<file path="config.mk">
export PLATFORM = sky130hd
export DESIGN_NAME = uas_face
export DESIGN_NICKNAME = d
export VERILOG_FILES = /design/src/hdl/upwind_advection_stencil_2d_macros.svh /design/src/hdl/uas_pkg.sv /design/src/hdl/uas_face.sv
export SDC_FILE = /design/constraint.sdc
export NUM_CORES = 1
export LEC_CHECK = 0
export CORE_UTILIZATION = 30
export DETAILED_ROUTE_END_ITERATION = 16
export DONT_BUFFER_PORTS = 1
export GPL_TIMING_DRIVEN = 0
export PLACE_DENSITY = 0.5
export SYNTH_ARGS = -nofsm -noshare
export SYNTH_HDL_FRONTEND = slang
export SYNTH_SLANG_ARGS = --single-unit
</file>
<file path="constraint.sdc">
create_clock -name clk -period 18.5 [get_ports clk]
set_input_delay 1.85 -clock clk [delete_from_list [all_inputs] [get_ports clk]]
set_output_delay 1.85 -clock clk [all_outputs]
set_load 0.03 [all_outputs]
</file>
<file path="src/hdl/upwind_advection_stencil_2d_macros.svh">
// Assertion macros shared by the stencil RTL.
// Full checks in simulation, empty bodies for synthesis.
`ifndef UPWIND_ADVECTION_STENCIL_2D_MACROS_SVH
`define UPWIND_ADVECTION_STENCIL_2D_MACROS_SVH

`ifndef SYNTHESIS

// same-cycle implication
`define UAS_ASSERT_IMP(name, clk, rst_n, pre, post) \
    name: assert property (@(posedge clk) disable iff (!rst_n) (pre) |-> (post)) \
        else $error("%m: same-cycle check failed");

// next-cycle implication
`define UAS_ASSERT_NXT(name, clk, rst_n, pre, post) \
    name: assert property (@(posedge clk) disable iff (!rst_n) (pre) |=> (post)) \
        else $error("%m: next-cycle check failed");

`else

`define UAS_ASSERT_IMP(name, clk, rst_n, pre, post)
`define UAS_ASSERT_NXT(name, clk, rst_n, pre, post)

`endif

`endif

</file>
<file path="src/hdl/uas_pkg.sv">
package uas_pkg;

    localparam int FRAC_BITS_DEF  = 16;
    localparam int COORD_BITS_DEF = 12;

    localparam int COORD_W    = 12;
    localparam int DATA_W     = 32;
    localparam int PROD_W     = 64;
    localparam int CFG_IDX_W  = 2;
    localparam int CFG_DATA_W = 32;

    localparam logic [CFG_DATA_W-1:0] INV_SPACING_RESET = 32'd65536;
    localparam logic [DATA_W-1:0]     SAT_MAX           = 32'h7FFF_FFFF;
    localparam logic [DATA_W-1:0]     SAT_MIN           = 32'h8000_0000;

    typedef enum logic [CFG_IDX_W-1:0] {
        CFG_INV_SPACING_X = 2'd0,
        CFG_INV_SPACING_Y = 2'd1
    } cfg_reg_t;

    typedef struct packed {
        logic [COORD_W-1:0]       col;
        logic [COORD_W-1:0]       row;
        logic signed [DATA_W-1:0] u_center;
        logic signed [DATA_W-1:0] u_east;
        logic signed [DATA_W-1:0] u_west;
        logic signed [DATA_W-1:0] u_north;
        logic signed [DATA_W-1:0] u_south;
        logic signed [DATA_W-1:0] v_center;
        logic signed [DATA_W-1:0] v_east;
        logic signed [DATA_W-1:0] v_west;
        logic signed [DATA_W-1:0] v_north;
        logic signed [DATA_W-1:0] v_south;
    } stencil_t;

    // face velocities and the upwind value picked for each of the 8 flux products
    typedef struct packed {
        logic [COORD_W-1:0]       col;
        logic [COORD_W-1:0]       row;
        logic signed [DATA_W-1:0] fe;
        logic signed [DATA_W-1:0] fw;
        logic signed [DATA_W-1:0] fn;
        logic signed [DATA_W-1:0] fs;
        logic signed [DATA_W-1:0] ux_e;
        logic signed [DATA_W-1:0] ux_w;
        logic signed [DATA_W-1:0] uy_n;
        logic signed [DATA_W-1:0] uy_s;
        logic signed [DATA_W-1:0] vx_e;
        logic signed [DATA_W-1:0] vx_w;
        logic signed [DATA_W-1:0] vy_n;
        logic signed [DATA_W-1:0] vy_s;
    } face_t;

    // flux differences, Q.2F, exact in 64 bits
    typedef struct packed {
        logic [COORD_W-1:0]       col;
        logic [COORD_W-1:0]       row;
        logic signed [PROD_W-1:0] dux;
        logic signed [PROD_W-1:0] duy;
        logic signed [PROD_W-1:0] dvx;
        logic signed [PROD_W-1:0] dvy;
    } flux_t;

    typedef struct packed {
        logic [COORD_W-1:0]       col;
        logic [COORD_W-1:0]       row;
        logic signed [DATA_W-1:0] adv_u;
        logic signed [DATA_W-1:0] adv_v;
    } result_t;

endpackage

</file>
<file path="src/hdl/uas_face.sv">
// Stage 1: face averages and upwind selection.
module uas_face (
    input  logic               clk,
    input  logic               rst_n,
    input  logic               in_valid,
    output logic               in_ready,
    input  uas_pkg::stencil_t  in_data,
    output logic               out_valid,
    input  logic               out_ready,
    output uas_pkg::face_t     out_data
);
    import uas_pkg::*;

    // floor((a+b+1)/2), always fits in DATA_W bits
    function automatic logic [DATA_W-1:0] face_avg(input logic [DATA_W-1:0] a,
                                                   input logic [DATA_W-1:0] b);
        logic [DATA_W:0] s;
        s = {a[DATA_W-1], a} + {b[DATA_W-1], b} + (DATA_W+1)'(1);
        return s[DATA_W:1];
    endfunction

    // sign test on the exact sum; zero counts as non-negative
    function automatic logic face_nonneg(input logic [DATA_W-1:0] a,
                                         input logic [DATA_W-1:0] b);
        logic [DATA_W:0] s;
        s = {a[DATA_W-1], a} + {b[DATA_W-1], b};
        return !s[DATA_W];
    endfunction

    logic  valid_reg;
    face_t data_reg;
    face_t data_next;
    logic  pos_e, pos_w, pos_n, pos_s;

    always_comb
    begin
        pos_e = face_nonneg(in_data.u_center, in_data.u_east);
        pos_w = face_nonneg(in_data.u_west,   in_data.u_center);
        pos_n = face_nonneg(in_data.v_center, in_data.v_north);
        pos_s = face_nonneg(in_data.v_south,  in_data.v_center);

        data_next.col = in_data.col;
        data_next.row = in_data.row;
        data_next.fe  = face_avg(in_data.u_center, in_data.u_east);
        data_next.fw  = face_avg(in_data.u_west,   in_data.u_center);
        data_next.fn  = face_avg(in_data.v_center, in_data.v_north);
        data_next.fs  = face_avg(in_data.v_south,  in_data.v_center);

        // high faces take the center when flow is positive, low faces the far side
        data_next.ux_e = pos_e ? in_data.u_center : in_data.u_east;
        data_next.ux_w = pos_w ? in_data.u_west   : in_data.u_center;
        data_next.uy_n = pos_n ? in_data.u_center : in_data.u_north;
        data_next.uy_s = pos_s ? in_data.u_south  : in_data.u_center;
        data_next.vx_e = pos_e ? in_data.v_center : in_data.v_east;
        data_next.vx_w = pos_w ? in_data.v_west   : in_data.v_center;
        data_next.vy_n = pos_n ? in_data.v_center : in_data.v_north;
        data_next.vy_s = pos_s ? in_data.v_south  : in_data.v_center;
    end

    assign in_ready  = !valid_reg || out_ready;
    assign out_valid = valid_reg;
    assign out_data  = data_reg;

    always_ff @(posedge clk or negedge rst_n)
    begin
        if (!rst_n)
            valid_reg <= 1'b0;
        else if (in_ready)
            valid_reg <= in_valid;
    end

    always_ff @(posedge clk)
    begin
        if (in_ready)
            data_reg <= data_next;
    end

endmodule

</file>
Yosys cells after proc, flatten, opt, wreduce, memory -nomap -nowiden:

Index checks and enable logic that the tools add are counted.

* register bits after elaboration: 409
* input bits: 348

* muxes and demuxes: 8
* reduce and logical (&&, ||, !) cells: 2
* add/subtract/negate cells: 8

Operators with widths (count)
* $mux 32: 8
* $add 32x32->33: 4
* $add 33x1->33 const B: 4
* $logic_not 1->1: 1
* $logic_or 1x1->1: 1

Longest topological paths before layout:

Gate-level depths: netlist of run 1.

* depth in word-level cells: 2
* gate-level depth with buffers: 15
* gate-level depth less buffers: 13

Worst setup path before layout of run 1:

Ideal clock, no wire load.

* kind: input-to-output
* start point: input out_ready
* end point: output in_ready
* slack: 4842 ps
* arrival: 11808 ps
* stages on the path: 1
* path through: nand2b_1

* cells in the longest elaborated chain, start to end: 1

Ends and longest elaborated chain
* start, declared: line uas_face.sv:9 `input logic out_ready,`
* $logic_or 1x1->1: line uas_face.sv:60 `assign in_ready = !valid_reg || out_ready;`
* end, declared: line uas_face.sv:6 `output logic in_ready,`

No other way between the ends.

==> reports/qor.txt, run 1 <==
number of port buffers - 0
detailed-route DRC error count - 0
area fraction of the dominant cell type after synthesis - 0.4794
synthesized net count - 2,658
CTS root buffer - clkbuf_16
Worst R2R End - out_data[323]
Post-Route Skew - 0.02188 ns
post-CTS setup buffer count - 0
Final setup viols - 0
routed length per instance - 25.99 um
worst-margin pin slew - 1.075 ns
die height - 293.9 um
worst min-delay path class - input pin to asynchronous set/reset pin
gr usage total - 0.1976
Synth Flop Type - edfxtp_1
adder-cell share of the synthesized area - 0.06775
outcome - complete, no violations
Rows - 106
Final Hold Vio Count - 0
Iteration-0 DRC Markers - 1,239
Area Overhead vs Synth - 12.45%
Synth area leader - edfxtp_1
first-pass GRT wire length - 125,700 um
max_cap viols - 0
Crit Path Class - input pin to flip-flop
CP max FO - 10
minimum clock period - 6.010 ns
#FFs+latches synth - 409
asr flop ratio synth - 0.002445
Final WS setup - 12.49 ns
CP max stage cell - mux2i_4
Starting Density - 0.3044
io pins - 758
Worst R2R Start - out_valid
Syn Inst Count - 2,174
Clk pin slew, worst setup/hold paths - 0.06 ns
Distinct cells, synth - 100
Via-to-Cell Ratio - 5.363
die area - 86,370 um^2
Routed Antenna Nets - 0
clk buf depth - 3
total core area - 83,950 um^2
Post-Synth XOR/XNOR Area - 0.07642
Mean Syn Cell Area - 11.76 um^2
Die X - 293.9 um
startpoint type of the worst setup path - input pin
cell area after synthesis - 25,560 um^2
register area share after synthesis - 0.4803
setup TNS - 0 ns
RSZ-0062 raised after global routing - no
via count - 18,270
Reg2Reg Depth - 4
Post-Route WL - 88,550 um
Worst Path Required - 18.83 ns
f_max - 166.4 MHz
H-tree levels - 2
Slew headroom - 0.2647
PostCTS Resize Cnt - 0
Post-synth EDFFs - 408
maximum vdd ir drop - 0.05940 mV
Clock Sinks - 409
TritonCTS clock tree - yes
nets@finish - 2,715
Worst-Skew Late Latency - 0.60 ns
top post-synthesis cells by area - edfxtp_1, mux2_2, ha_1
post-synthesis compound-gate area fraction - 0.1180
Setup WS pre-CTS - 11.66 ns
Post-DP HPWL - 71,000 um
cell mode on critical path - a31oi_1
FF-to-FF setup slack - 15.93 ns
DR pass1 iterations - 8
Synth warnings - 0
CP Capture Type - flip-flop
Power Dens Cells - 106.6 nW/um^2
post-synthesis simple-gate area fraction - 0.1222
layout cells sized above 1 - 0.1834
initial antenna violation count - 6
cells along the critical path - ha_1, inv_1, fa_1, nand2b_1, a21oi_1, o2111ai_1, a31oi_1, a31oi_1, o21ai_1, a21o_1, nor2_1, mux2i_4, buf_2, mux2_2
Lkg Pwr - 0.01032 uW
gr ovfl total - 0
max-slew violation count - 0
Hold Buf Count CTS - 0
CP max stage delay - 0.77 ns
largest net degree at the start of global routing - 76
period utilisation layout - 0.3249
Num CTS Buffers - 47
vias in the first global route - 18,700
CP arrival - 6.34 ns
RD Place Congestion - 0.8590
largest family of logic cells by synthesized area - simple AND/OR/NAND/NOR gates
portion of netlist area occupied by mux cells - 0.1164
[cells by family after synthesis]
group / after synthesis
flops: 409
buf+inv: 108
compound gates: 445
mux: 264
xor+xnor: 220
fa+ha+maj: 136
simple gates: 592
[power breakdown]
| group | internal (uW) | switching [uW] |
|---|---|---|
| sequential | 1200 | 326 |
| combinational | 253 | 366 |
| clock | 533 | 385 |
| total | 1990 | 1080 |
[state kept, by name, indices dropped and copies added (netlist names)]
name,cells
out_data,408
out_valid,1
[critical path: cells and delay by family]
family,cells,cell delay (ns)
AOI/OAI and AO/OA,6,1.90
muxes,2,1.16
buffers and inverters,2,0.58
adders and majority gates,2,0.57
and+or+nand+nor,2,0.26
[metrics by stage]
stage / hold WS (ns) / std cells / utilization / total power [uW] / instance area [um^2]
global placement: 1.554 / 3308 / 0.3213 / 2191 / 26980
CTS: 0.9193 / 3402 / 0.3422 / 3104 / 28730
detailed placement: 1.338 / 3316 / 0.3242 / 2167 / 27220
floorplan: 1.554 / 2174 / - / 1989 / 25560
global route: 0.9295 / 3406 / 0.3423 / 3196 / 28740
finish: 0.9644 / 3407 / 0.3424 / 3064 / 28740
[layer usage]
| metal | share of wire | track usage | vias to the layer above |
|---|---|---|---|
| li1 | - | - | 8467 |
| met1 | 0.37 | 0.2097 | 8936 |
| met2 | 0.53 | 0.3709 | 724 |
| met3 | 0.069 | 0.05008 | 143 |
| met4 | 0.037 | 0.07482 | 2 |
| met5 | 0.00014 | 0 | - |
[layout by cell type (no fill, tap or decap), types with 19 or more instances in the layout]
cell type  Yosys  layout
nand3_1       58      58
edfxtp_1     408     408
or3_1         24      24
nor2_1       115     115
mux2_2       251     251
inv_1         35      35
clkbuf_16      0      48
and3_1        34      34
ha_1         132     132
a21oi_1      121     121
nand2_1      149     149
buf_2         28      28
xor2_1        81      81
nand4_1       45      45
o21ai_0       73      73
a31oi_1       19      19
xnor2_1      137     137
a21o_1        57      57
clkbuf_1      32      41
nor3_1        42      42
a211oi_1      23      23
[cell type report]
type                       count  area [um^2]
antenna                        5        12.51
timing repair buffer           8        220.2
clock buffer                  58         1239
inverter                      35        131.4
sequential                   409        12280
tap                         1134         1419
clock inverter                28        269.0
fill                        8355        55210
multi-input combinational   1657        12820
buffer                        73        350.3
[how the worst max path moves through the flow]
stage,cells past startpoint,endpoint,start
5_1_grt,14,out_data[158],in_data[0]
6_report,14,out_data[156],in_data[0]
4_1_cts,14,out_data[155],in_data[0]
3_5_place_dp,14,out_data[155],in_data[0]
2_1_floorplan,1,in_ready,out_ready
3_3_place_gp,1,in_ready,out_ready
[Yosys cell counts (7+ instances only)]
cell type and count:
a31oi_1 19, or3_1 24, xnor2_1 137, buf_4 8, a211o_1 7, o21bai_1 14, and3_1 34, o21ai_1 7
edfxtp_1 408, o31ai_1 8, nor2_1 115, o211ai_1 15, nor4_1 12, mux2_2 251, inv_1 35, buf_2 28
a21o_1 57, o21ai_0 73, nand4_1 45, nor3_1 42, ha_1 132, and2_1 17, xor2_1 81, a21oi_1 121
nand3_1 58, a211oi_1 23, o21a_1 18, and4_1 14, mux2i_1 7, clkbuf_1 32, nor3b_1 9, a221oi_1 8
or4_1 8, nand2b_1 19, nor2b_1 8, nand2_1 149
Note: power is estimated with default switching activity, not from simulation.
==> run 2, diff against run 1 <==
- clock period: 18.5 -> 6.2 ns (I/O delays scaled with it)
==> run 2 against run 1 <==
Compared with the run above:
- via count about the same
- die area unchanged
- critical path depth unchanged
- worst hold slack worse by 0.83 ns
- combinational power rose to 3.0 times the previous value
- clock skew down 0.0062 ns
- total power rose to 3.0 times the previous value
- critical endpoint is now out_data[152]
==> reports/qor.txt, run 2 (synthesis gave the netlist of run 1 again) <==
outcome - complete, no violations
PostCTS Resize Cnt - 0
DP Area - 27,220 um^2
Crit Path Class - input pin to flip-flop
startpoint type of the worst setup path - input pin
Lkg Pwr - 0.01036 uW
Worst-Skew Late Latency - 0.57 ns
maximum vdd ir drop - 0.2084 mV
DR pass1 iterations - 5
commonest cells after routing, fill and taps aside - edfxtp_1, mux2_2, nand2_1
die height - 293.9 um
Post-Route WL - 88,190 um
Setup WS pre-CTS - 0.5913 ns
CTS root buffer - clkbuf_16
Hold Buf Count CTS - 1
Power Dens Cells - 321.8 nW/um^2
CP max FO - 10
Starting Density - 0.3044
minimum clock period - 4.838 ns
fillcell total - 8,339
f_max - 206.7 MHz
die area - 86,370 um^2
Worst Path Required - 6.53 ns
worst-margin pin slew - 1.342 ns
routed length per instance - 25.89 um
Final setup viols - 0
Iteration-0 DRC Markers - 1,139
Post-DP HPWL - 70,460 um
setup TNS - 0 ns
CP max stage delay - 0.74 ns
worst min-delay path class - input pin to flip-flop
Rows - 106
Post-Route Skew - 0.01563 ns
io pins - 758
detailed-route DRC error count - 0
Routed Antenna Nets - 0
first-pass GRT wire length - 125,300 um
max_cap viols - 0
DP Cell Count - 3,316
largest net degree at the start of global routing - 74
Via-to-Cell Ratio - 5.359
RSZ-0062 raised after global routing - no
max-slew violation count - 0
Clk pin slew, worst setup/hold paths - 0.06 ns
total core area - 83,950 um^2
vias in the first global route - 18,680
Area Overhead vs Synth - 12.79%
Slew headroom - 0.08253
number of port buffers - 0
Design Area, Final - 28,830 um^2
cells along the critical path - ha_1, inv_1, fa_1, nand2b_1, a21oi_1, o2111ai_1, a31oi_1, a31oi_1, o21ai_1, a21o_1, nor2_1, mux2i_4, buf_2, mux2_2
nets@finish - 2,715
Final Hold Vio Count - 0
Clock Sinks - 409
CP Capture Type - flip-flop
CP arrival - 5.16 ns
period utilisation layout - 0.7803
gr ovfl total - 0
Die X - 293.9 um
H-tree levels - 2
Num CTS Buffers - 46
gr usage total - 0.1962
initial antenna violation count - 7
layout cells sized above 1 - 0.1842
clk buf depth - 3
Final WS setup - 1.362 ns
via count - 18,260
cell mode on critical path - a31oi_1
TritonCTS clock tree - yes
Finished Layout Cells - 3,407
max FFs per register - 408
post-CTS setup buffer count - 0
most common cell after layout, fill and taps aside - edfxtp_1
CP max stage cell - mux2i_4
RD Place Congestion - 0.8957
==> run 2: changes by cell type in the layout (fill, tap and decap cells not counted) <==
| cell | previous run | this run |
|---|---|---|
| clkbuf_1 | 41 | 37 |
| bufinv_16 | 4 | 7 |
| clkinv_1 | 9 | 11 |
| clkbuf_16 | 48 | 49 |
| clkinv_2 | 6 | 7 |
| clkinv_8 | 1 | 0 |
| clkinvlp_4 | 3 | 2 |
| diode_2 | 5 | 4 |
| dlygate4sd3_1 | 0 | 1 |
| inv_8 | 1 | 0 |
==> run 2: critical path, delay by kind of cell <==
family                   cells  cell delay [ns]
buffers and inverters        2             0.59
AO/OA/AOI/OAI                6             1.92
adder cells (fa/ha/maj)      2             0.58
AND/OR/NAND/NOR              2             0.27
multiplexers                 2             1.14
==> run 2: report_power, final <==
part	switching (uW)	internal [uW]
clock	1150	1730
sequential	975	3580
combinational	1090	755
==> run 2: cell type report <==
| class | instances | area, um^2 | area share |
|---|---|---|---|
| antenna | 4 | 10.01 | 0.0003472 |
| timing repair buffer | 9 | 230.2 | 0.007986 |
| multi-input combinational | 1657 | 12820 | 0.4449 |
| clock buffer | 55 | 1249 | 0.04332 |
| inverter | 35 | 131.4 | 0.004557 |
| sequential | 409 | 12280 | 0.4259 |
| clock inverter | 31 | 336.6 | 0.01168 |
| tap | 1134 | 1419 | 0.04922 |
| buffer | 73 | 350.3 | 0.01215 |
==> run 2: per-stage QoR <==
step | util | total power, uW | hold slack [ns]
CTS | 0.3432 | 9389 | 0.07873
detailed placement | 0.3242 | 6460 | 0.3245
global placement | 0.3214 | 6444 | 0.3244
finish | 0.3434 | 9278 | 0.1348
floorplan | - | 5873 | 0.3244
global route | 0.3433 | 9667 | 0.08909
==> run 2: final timing paths <==
check	startpoint	to	slack, ns	cells after the start
setup / recovery	in_data[0]	out_data[152]	1.36	14
hold / removal	in_data[329]	out_data[393]	0.13	0
setup reg to reg	out_valid	out_data[121]	3.60	4
hold reg to reg	out_valid	out_valid	1.23	2
max in group asynchronous	rst_n	out_valid	5.85	1
min in group asynchronous	rst_n	out_valid	0.25	1
==> run 2: layer usage <==
metal	routed length [um]	up-vias	GRT usage
li1	-	8487	-
met1	32680	8934	0.2113
met2	46310	716	0.3647
met3	6352	122	0.05287
met4	2856	0	0.06872
met5	0	-	0
